`src/sliding_window_min_seed_select_macros.svh`:
```
// Assertion macros for the sliding window minimum seed selector.
// Each macro samples on clk and is switched off while rst is high.
`ifndef SLIDING_WINDOW_MIN_SEED_SELECT_MACROS_SVH
`define SLIDING_WINDOW_MIN_SEED_SELECT_MACROS_SVH

// Check a property at every clock edge outside reset.
`define SWMS_ASSERT(lbl, prop, msg) \
  lbl: assert property (@(posedge clk) disable iff (rst) (prop)) \
    else $error(msg);

// Check that a condition is followed by a consequence in the next cycle.
`define SWMS_ASSERT_NEXT(lbl, cond, conseq, msg) \
  lbl: assert property (@(posedge clk) disable iff (rst) (cond) |=> (conseq)) \
    else $error(msg);

`endif

```
`src/swms_pkg.sv`:
```
// Shared types and constants for the sliding window minimum seed selector.
// Used by the front, queue and back modules; depends on nothing.
package swms_pkg;

  localparam int SEED_W      = 64;
  localparam int SEL_W       = 2;
  localparam int CFG_DATA_W  = 6;
  localparam int CFG_IDX_W   = 8;
  localparam int LEN_REGS    = 4;
  // Active length field, wide enough for the largest supported window
  localparam int LEN_FIELD_W = 9;
  localparam int KIND_W      = 2;

  // Command kinds decided by the front
  localparam logic [KIND_W-1:0] KIND_PUSH   = 2'd0;
  localparam logic [KIND_W-1:0] KIND_CLEAR  = 2'd1;
  localparam logic [KIND_W-1:0] KIND_BYPASS = 2'd2;

  typedef struct packed {
    logic [KIND_W-1:0]      kind;
    logic [SEL_W-1:0]       shape;
    logic [LEN_FIELD_W-1:0] len;
    logic [SEED_W-1:0]      seed;
  } swms_cmd_t;

endpackage

```
`src/swms_front.sv`:
```
// Front end: window length registers and item classification.
// Depends on swms_pkg; feeds commands to swms_queue.
module swms_front #(
  parameter int NUM_SHAPES = 4,
  parameter int MAX_WINDOW = 32
) (
  input  logic                                clk,
  input  logic                                rst,
  input  logic                                cfg_valid,
  output logic                                cfg_ready,
  input  logic [swms_pkg::CFG_IDX_W-1:0]      cfg_index,
  input  logic [swms_pkg::CFG_DATA_W-1:0]     cfg_data,
  input  logic                                in_valid,
  output logic                                in_ready,
  input  logic                                in_mode,
  input  logic [swms_pkg::SEED_W-1:0]         in_seed,
  input  logic [swms_pkg::SEL_W-1:0]          in_shape,
  output logic                                cmd_valid,
  input  logic                                cmd_ready,
  output swms_pkg::swms_cmd_t                 cmd
);
  import swms_pkg::*;

  localparam int LEN_W = ($clog2(MAX_WINDOW + 1) > CFG_DATA_W) ?
                         $clog2(MAX_WINDOW + 1) : CFG_DATA_W;

  logic [LEN_W-1:0] len_reg [LEN_REGS];
  logic [LEN_W-1:0] len_raw;
  logic [LEN_W-1:0] len_act;

  assign cfg_ready = 1'b1;

  // Hold the window length registers; ignore indexes beyond the list
  always_ff @(posedge clk) begin
    if (rst) begin
      for (int r = 0; r < LEN_REGS; r++) begin
        len_reg[r] <= LEN_W'(MAX_WINDOW);
      end
    end else if (cfg_valid && cfg_ready && (32'(cfg_index) < LEN_REGS)) begin
      len_reg[cfg_index[SEL_W-1:0]] <= LEN_W'(cfg_data);
    end
  end

  // Clamp the length: zero acts as one, anything above the window saturates
  assign len_raw = len_reg[in_shape];

  always_comb begin
    if (len_raw == '0) begin
      len_act = LEN_W'(1);
    end else if (32'(len_raw) > MAX_WINDOW) begin
      len_act = LEN_W'(MAX_WINDOW);
    end else begin
      len_act = len_raw;
    end
  end

  // Classify the item
  always_comb begin
    cmd.seed  = in_seed;
    cmd.shape = in_shape;
    cmd.len   = LEN_FIELD_W'(len_act);
    if (in_mode) begin
      cmd.kind = KIND_CLEAR;
    end else if (32'(in_shape) >= NUM_SHAPES) begin
      cmd.kind = KIND_BYPASS;
    end else begin
      cmd.kind = KIND_PUSH;
    end
  end

  assign cmd_valid = in_valid;
  assign in_ready  = cmd_ready;

endmodule

```
`config.mk`:
```
export PLATFORM = sky130hd
export DESIGN_NAME = swms_front
export DESIGN_NICKNAME = d
export VERILOG_FILES = /design/src/sliding_window_min_seed_select_macros.svh /design/src/swms_pkg.sv /design/src/swms_front.sv
export SDC_FILE = /design/constraint.sdc
export NUM_CORES = 1
export LEC_CHECK = 0
export BUFFER_PORTS_ARGS = -buffer_cell sky130_fd_sc_hd__buf_4
export CAP_MARGIN = 10
export CORE_MARGIN = 8
export CORE_UTILIZATION = 36
export DETAILED_ROUTE_END_ITERATION = 8
export PLACE_DENSITY = 0.87
export SETUP_SLACK_MARGIN = 0.2
export SLEW_MARGIN = 20
export SYNTH_ARGS = -nofsm -noshare
export SYNTH_HDL_FRONTEND = slang
export SYNTH_SLANG_ARGS = --single-unit
```
`constraint.sdc`:
```
create_clock -name clk -period 2.8 [get_ports clk]
set_input_delay 0.56 -clock clk [delete_from_list [all_inputs] [get_ports clk]]
set_output_delay 0.56 -clock clk [all_outputs]
set_load 0.02 [all_outputs]
```
==> impl_metrics.csv <==
group,metric,value,unit
pwr,power.density,495,nW/um^2
pwr,finalPower,0.737,mW
setup_path,critPathArrivalTime,2.01,ns
global_routing,gr-total-overflow,0,
placement,place.detailed.hpwl,2500,um
finish,drive_gt1_frac,0.342,
setup_path,crit_chain,"buf_12 > mux4_2 > or4_4 > a21oi_4 > buf_6",
sta,hold_viol,0,
finish,area_delta_synth_final,-12.1,%
sta,max_freq,389,MHz
yosys,synthCells,158,
yosys,syn_area_per_cell,10.7,um^2
clock_network,clock_tree.buffer_depth,2,
pwr,ir_drop,0.239,mV
clock_network,htree_levels,1,
sta,timing.hold.ws,0.606,ns
yosys,async_flop_share,0,
finish,layout_commonest_cell,"buf_4",
placement,preCtsSetupSlack,0.137,ns
routing,finalWirelength,3030,um
die,die_area,7160,um^2
die,core,4630,um^2
setup_path,cp_num_buf_inv,2,
routing,drtIter0Drc,15,
yosys,synth_fa_ha_area_frac,0,
yosys,yosys.area_share.simple,0.142,
yosys,synth-xor-area-share,0,
sta,setup_violations,0,
setup_path,path_delay_family,"simple AND/OR/NAND/NOR gates",
yosys,synth-edff-count,24,
sta,fin_ws,0.227,ns
worst_hold_path,hold_depth,3,
sta,min_period,2.57,ns
die,dieWidth,84.6,um
die,rows,25,
yosys,ys_ff_latch,24,
clock_network,cts_root_buffer,"clkbuf_8",
placement,place_area,1400,um^2
global_routing,antenna_found_initial,0,
worst_hold_path,holdPathEnd,"len_reg[3][5]",
yosys,synth.distinct_cells,20,
clock_network,ctsHoldBuffers,0,
yosys,synth_top_family_by_area,"buffers and inverters",
setup_path,crit_path_end_kind,"output pin",
sta,timing.final.crit_share,0.919,
finish,finish.utilization,0.322,
finish,layout_common_cells,"26 x buf_4, 24 x edfxtp_1, 22 x nor2_1, 9 x nand2b_1",
sta,slew_headroom,0.670,
pwr,leakage,0.537,nW
global_routing,grt_pass1_vias,911,
die,die_h,84.6,um
worst_hold_path,hp-start,"cfg_data[5]",
global_routing,grt_pass1_wl,4640,um
setup_path,startpoint_type,"primary input",
die,start_util,0.366,
setup_path,crit_start,"in_shape[0]",
clock_network,clk_pin_slew,0.08,ns
sta,final-max-slew-violation-count,0,
placement,dp.cells,165,
clock_network,numCtsBuffers,3,
yosys,synthMuxAreaShare,0.0819,
placement,port_buffers,26,
yosys,ys_seq_area_frac,0.425,
sta,tightest_slew,0.491,ns
routing,ant_nets,0,
yosys,syn_area,1700,um^2
run,cap_violations,0,
yosys,synth-compound-area-share,0.00812,
routing,drt_pass1_iterations,4,
sta,timing.setup.tns,0,ns
setup_path,crit_fanout,7,
run_status,outcome,"complete, no violations",
setup_path,required,2.24,ns
finish,finalNonFillerCells,171,
worst_hold_path,hold_path_class,"primary input to register",
finish,stdcell_area,1490,um^2
clock_network,cts_tree,"built",
routing,vias,882,
finish,largest_reg_flops,24,
finish,antennaDiodeCount,0,
routing,route.detailed.drc,0,
setup_path,cpPeakStageDelay,0.56,ns
die,io-pin-count,166,
yosys,ys_warn_count,0,
global_routing,grt_usage,0.0812,
setup_path,worst-setup-path-type,"primary input to output pin",
setup_path,critical-path-slowest-cell,"or4_4",
clock_network,clkSinkCount,24,
global_routing,grt_max_degree,14,
finish,final_net_count,204,
finish,n_fill_cell,471,
yosys,ys.flop_type,"edfxtp_1",
routing,viasPerCell,5.16,
sta,rsz0062_at_grt,"true",
placement,routabilityCongestion,0.809,
routing,wire_per_inst,17.7,um
## cell usage after synthesis, types with 2 or more instances
library cell | n | area (um^2)
buf_4 | 74 | 556
nor2_1 | 22 | 82.6
nand2b_1 | 9 | 56.3
nor2b_1 | 5 | 31.3
nand2_1 | 2 | 7.51
conb_1 | 2 | 7.51
mux4_2 | 5 | 113
edfxtp_1 | 24 | 721
nand3_1 | 4 | 20.0
## worst max path at each step
stage / to / slack [ns] / cells after the start
global placement: cmd[64] / 0.17 / 5
finish: cmd[64] / 0.23 / 5
detailed placement: cmd[64] / 0.14 / 5
CTS: cmd[64] / 0.20 / 5
floorplan: cmd[64] / 0.27 / 4
global route: cmd[64] / 0.19 / 5
## kinds of logic after synthesis
family / after synthesis
muxes: 6
buffers and inverters: 77
AOI/OAI and AO/OA: 2
other: 2
and+or+nand+nor: 47
DFF: 24
## report_power, final
group          switching (mW)  internal, mW  leakage [nW]
clock network           0.102        0.0978        0.0231
logic                  0.0605        0.0586         0.284
registers             0.00628         0.412         0.230
## tightest hold or removal path, stage by stage
cell     delay [ns]
buf_4          0.08
nor2_1         0.06
nand2_1        0.06
## area by class of cell
type | instances | area (um^2) | share of cell area
clock buffer | 3 | 41.3 | 0.0277
timing repair buffer | 28 | 226 | 0.152
multi-input combinational | 60 | 427 | 0.286
tap | 54 | 67.6 | 0.0453
clock inverter | 1 | 3.75 | 0.00252
inverter | 1 | 3.75 | 0.00252
sequential | 24 | 721 | 0.484
## metal layers
metal / share of wire / GRT usage
met1: 0.37 / 0.0869
met2: 0.42 / 0.109
met3: 0.14 / 0.0507
met4: 0.062 / 0.0712
met5: 0 / 0
## repair_timing
| action | CTS | global route |
|---|---|---|
| buffers inserted | 0 | 2 |
| endpoints found under the setup margin | 1 | 1 |
| resized for setup | 2 | 4 |
| pin swaps | 1 | 2 |
No activity file was read; power rests on OpenSTA's default activity.
