`src/sliding_window_min_seed_select_macros.svh`:
```
// Assertion macros for the sliding window minimum seed selector.
// Each macro samples on clk and is switched off while rst is high.
`ifndef SLIDING_WINDOW_MIN_SEED_SELECT_MACROS_SVH
`define SLIDING_WINDOW_MIN_SEED_SELECT_MACROS_SVH

// Check a property at every clock edge outside reset.
`define SWMS_ASSERT(lbl, prop, msg) \
  lbl: assert property (@(posedge clk) disable iff (rst) (prop)) \
    else $error(msg);

// Check that a condition is followed by a consequence in the next cycle.
`define SWMS_ASSERT_NEXT(lbl, cond, conseq, msg) \
  lbl: assert property (@(posedge clk) disable iff (rst) (cond) |=> (conseq)) \
    else $error(msg);

`endif

```
`src/swms_pkg.sv`:
```
// Shared types and constants for the sliding window minimum seed selector.
// Used by the front, queue and back modules; depends on nothing.
package swms_pkg;

  localparam int SEED_W      = 64;
  localparam int SEL_W       = 2;
  localparam int CFG_DATA_W  = 6;
  localparam int CFG_IDX_W   = 8;
  localparam int LEN_REGS    = 4;
  // Active length field, wide enough for the largest supported window
  localparam int LEN_FIELD_W = 9;
  localparam int KIND_W      = 2;

  // Command kinds decided by the front
  localparam logic [KIND_W-1:0] KIND_PUSH   = 2'd0;
  localparam logic [KIND_W-1:0] KIND_CLEAR  = 2'd1;
  localparam logic [KIND_W-1:0] KIND_BYPASS = 2'd2;

  typedef struct packed {
    logic [KIND_W-1:0]      kind;
    logic [SEL_W-1:0]       shape;
    logic [LEN_FIELD_W-1:0] len;
    logic [SEED_W-1:0]      seed;
  } swms_cmd_t;

endpackage

```
`src/swms_queue.sv`:
```
// Two-entry command queue between the front and the back.
// Depends on swms_pkg for the command type.
module swms_queue (
  input  logic                clk,
  input  logic                rst,
  input  logic                in_valid,
  output logic                in_ready,
  input  swms_pkg::swms_cmd_t in_cmd,
  output logic                out_valid,
  input  logic                out_ready,
  output swms_pkg::swms_cmd_t out_cmd
);
  import swms_pkg::*;

  localparam logic [1:0] QUEUE_DEPTH = 2'd2;

  swms_cmd_t  slot [2];
  logic       wr_ptr;
  logic       rd_ptr;
  logic [1:0] count;
  logic       push;
  logic       pop;

  assign in_ready  = (count != QUEUE_DEPTH);
  assign out_valid = (count != 2'd0);
  assign out_cmd   = slot[rd_ptr];
  assign push      = in_valid && in_ready;
  assign pop       = out_valid && out_ready;

  // Advance pointers and occupancy
  always_ff @(posedge clk) begin
    if (rst) begin
      wr_ptr <= 1'b0;
      rd_ptr <= 1'b0;
      count  <= 2'd0;
    end else begin
      if (push) begin
        wr_ptr <= ~wr_ptr;
      end
      if (pop) begin
        rd_ptr <= ~rd_ptr;
      end
      count <= count + 2'(push) - 2'(pop);
    end
  end

  // Store the incoming command
  always_ff @(posedge clk) begin
    if (push) begin
      slot[wr_ptr] <= in_cmd;
    end
  end

endmodule

```
`config.mk`:
```
export PLATFORM = sky130hd
export DESIGN_NAME = swms_queue
export DESIGN_NICKNAME = d
export VERILOG_FILES = /design/src/sliding_window_min_seed_select_macros.svh /design/src/swms_pkg.sv /design/src/swms_queue.sv
export SDC_FILE = /design/constraint.sdc
export NUM_CORES = 1
export LEC_CHECK = 0
export ABC_CLOCK_PERIOD_IN_PS = 9700
export BUFFER_PORTS_ARGS = -buffer_cell sky130_fd_sc_hd__buf_4
export CAP_MARGIN = 20
export CORE_MARGIN = 2
export CORE_UTILIZATION = 45
export CTS_BUF_LIST = sky130_fd_sc_hd__clkbuf_2
export DETAILED_ROUTE_END_ITERATION = 7
export MAX_ROUTING_LAYER = met4
export PLACE_DENSITY_LB_ADDON = 0.1
export SLEW_MARGIN = 20
export SYNTH_ARGS = -nofsm -noshare
export SYNTH_HDL_FRONTEND = slang
export SYNTH_SLANG_ARGS = --single-unit
```
`constraint.sdc`:
```
create_clock -name clk -period 9.7 [get_ports clk]
set_input_delay 1.94 -clock clk [delete_from_list [all_inputs] [get_ports clk]]
set_output_delay 1.94 -clock clk [all_outputs]
set_load 0.01 [all_outputs]
```
==> impl_metrics.yaml <==
floorplanning:
  row_count: 41
  fp.dieArea_mm2: 0.0141
  core-area_mm2: 0.0127
  initial_utilization_pct: 46.5
  pin_count: 160
  die_h_um: 119
  die_x_um: 119
grt:
  groute.layer.met3.usage_pct: 7.00
  grt_overflow_total: 0
  busiest_layer: "met2"
  grt.met2_usage_pct: 23.0
  grt_use_total_pct: 15.2
  largest_net_degree_at_the_start_of_global_routing: 78
  globalRouteMet1Util_pct: 16.9
  wire_length_of_the_first_global_routing_pass_um: 15400
  antenna_violations_before_repair: 0
  grt_pass1_vias: 3119
timing:
  report.final.slew_viol_count: 0
  fmaxAchievable_ghz: 0.217
  timing.final.crit_period_ps: 4600
  timing.max_slew.rel_slack_pct: 49.4
  tightestPinTransition_ps: 759
  final_count_of_negative_setup_slack_endpoints: 0
  fin_crit_sh_pct: 47.4
  hold_viol_final: 0
  grt_setup_unrepaired: "no"
  timing.clock.skew_ps: 13.9
  fin_tns_setup_ps: 0
  timing.final.ws_setup_ps: 5100
detailed_routing:
  vias_per_cell: 4.72
  drt_iter0_drc: 142
  wire_per_inst_um: 16.1
  drt_drc_violations_left: 0
  detail_route.first_pass.iterations: 4
  wl_um: 9960
  route.vias.total: 2929
  antenna_left: 0
job:
  maxCapViolations: 0
clock_tree:
  sinks_on_clock_net: 159
  cts_setup_buffers: 0
  clock_insertion_delay_worst_skew_ps: 700
  clkSlewWorstSetupHoldPaths_ps: 180
  cts-buffers-inserted: 17
  cts-htree-levels: 4
  ctsHoldBuffers: 0
  tritoncts: "built"
  clockBufferDepth: 2
  cts.repair.resized: 0
  cts-root-buf: "clkbuf_2"
power:
  power.share.combinational_pct: 27.9
  p_sw_uw: 465
  sw_frac_of_total_pct: 26.2
  ratio_of_total_power_to_cell_area_mw_per_mm2: 235
  vdd_drop_max_v: 0.000133
  cell_internal_pwr_uw: 1310
  pwr-share-seq_pct: 51.1
  p_clk_share_pct: 21.0
  power.static_leakage_uw: 0.00287
min_path:
  min-delay-path-class: "reg2reg"
synthesis:
  synth_top_area_share_pct: 78.1
  synthesis.instances: 264
  synth_top_area_cell: "edfxtp_1"
  avgSynthCellArea_um2: 22.4
  synth-seq-area-share_pct: 79.8
  yosysWarnings: 0
  synth.area.top_cells: "edfxtp_1 (78%), mux2_2 (9.1%), mux2_4 (7.6%)"
  postSynthNetCount: 347
  yosys.cell_types.count: 18
  synth_ff_type: "edfxtp_1"
  synth-edff-count: 154
  synth_most_common_cell: "edfxtp_1"
  synth_top_cells_by_count: "edfxtp_1 (154), mux2_2 (48), mux2_4 (30), dfxtp_1 (5), nor2_1 (5)"
  synth.cell_area_mm2: 0.00592
  synth_async_sr_flop_share_pct: 0
  postSynthRegisterBits: 159
critical_path:
  endpoint_kind: "output port"
  cp.arrival_ps: 2660
  slowest_stage: "dfxtp_4"
  cpMostUsedCell: "buf_4"
  worst_path_bufs_invs: 2
  path_max_fanout: 41
  slowest_delay_ps: 770
  worst_reg_to_reg_setup_slack_ps: 7360
  critPathKind: "reg2out"
  critPathRequiredTime_ps: 7760
  critical_path.top_delay_family: "flip-flops"
  timing.critical_path.cells: "buf_4, mux2_2, buf_4"
  sort_of_element_at_the_start_of_the_critical_path: "flop"
placed_design:
  place.port_buffers: 159
  pre_cts_ws_ps: 5770
  gp_congestion: 0.696
  place_hpwl_um: 6120
cells_and_area:
  layout.nets: 519
  final_layout_size_suffix_gt1_share_pct: 60.3
  area_delta_synth_final_pct: 27.4
  diodes: 0
outcome:
  status: "finished, final reports clean"
registers in the layout, summed over array words and instances (netlist names), named ones only:
name    count
slot      154
count       2
rd_ptr      1
wr_ptr      1
kinds of logic (layout without fill, tap and decap cells):
logic type / Yosys count / after routing / share of synthesized area, %
AO/OA/AOI/OAI: 1 / 1 / 0.127
XOR/XNOR: 3 / 3 / 0.444
flip-flops: 159 / 159 / 79.8
multiplexers: 78 / 78 / 16.7
AND/OR/NAND/NOR: 11 / 11 / 0.909
adder cells (fa/ha/maj): 2 / 2 / 0.423
buffers and inverters: 10 / 194 / 1.54
through the flow:
| stage | instances | hold WS [ps] | cell area [µm²] | power [µW] | utilization, % |
|---|---|---|---|---|---|
| final | 620 | 541 | 7540 | 1780 | 59.3 |
| after detailed placement | 588 | 503 | 7270 | 1430 | 57.2 |
| after global placement | 588 | 497 | 7270 | 1420 | 57.2 |
| after floorplan | 264 | 481 | 5920 | 1220 | - |
| after global routing | 620 | 579 | 7540 | 1860 | 59.3 |
| after CTS | 619 | 550 | 7520 | 1800 | 59.1 |
cells in the final DEF (no fill, tap or decap), drive strengths merged:
cell / n
buf: 162
edfxtp: 154
mux2: 78
clkbuf: 21
clkinv: 6
nor2: 5
dfxtp: 5
bufinv: 4
nor2b: 2
xnor2: 2
ha: 2
o21a: 1
nand2b: 1
nand2: 1
or2: 1
inv: 1
and3: 1
xor2: 1
final cells by class:
cell class	instances	area, µm²
Tap cell	172	215
Fill cell	1035	5180
Clock buffer	21	105
Multi-Input combinational cell	95	1120
Sequential cell	159	4730
Clock inverter	10	144
Inverter	1	3.75
Timing Repair Buffer	162	1230
worst paths after layout:
| kind | startpoint | end | cells past startpoint |
|---|---|---|---|
| worst max-delay path | flop | out_cmd[11] | 3 |
| worst min-delay path | rd_ptr$_SDFFE_PP0P_ | rd_ptr$_SDFFE_PP0P_ | 2 |
| worst max register to register | count[0]$_SDFF_PP0_ | slot[0][75]$_DFFE_PP_ | 4 |
| worst min register to register | rd_ptr$_SDFFE_PP0P_ | rd_ptr$_SDFFE_PP0P_ | 2 |
worst reg2reg max path: stages (launching register included):
cell,delay [ps]
dfxtp_1,400
nand2b_1,160
nand2_1,150
nor2_4,530
buf_4,740
power by group through the flow:
stage | sequential (µW) | combinational [µW] | clock [µW]
floorplan | 902 | 316 | 0
global placement | 924 | 499 | 0
detailed placement | 927 | 501 | 0
CTS | 911 | 503 | 386
global route | 920 | 532 | 411
finish | 908 | 495 | 372
per-layer routing:
metal  up-vias  part of all wire [%]
li1       1376                     -
met1      1410                    39
met2       124                    49
met3        19                   9.3
met4         0                   2.5
met5         -                     0
(Power assumes the default switching activity.)
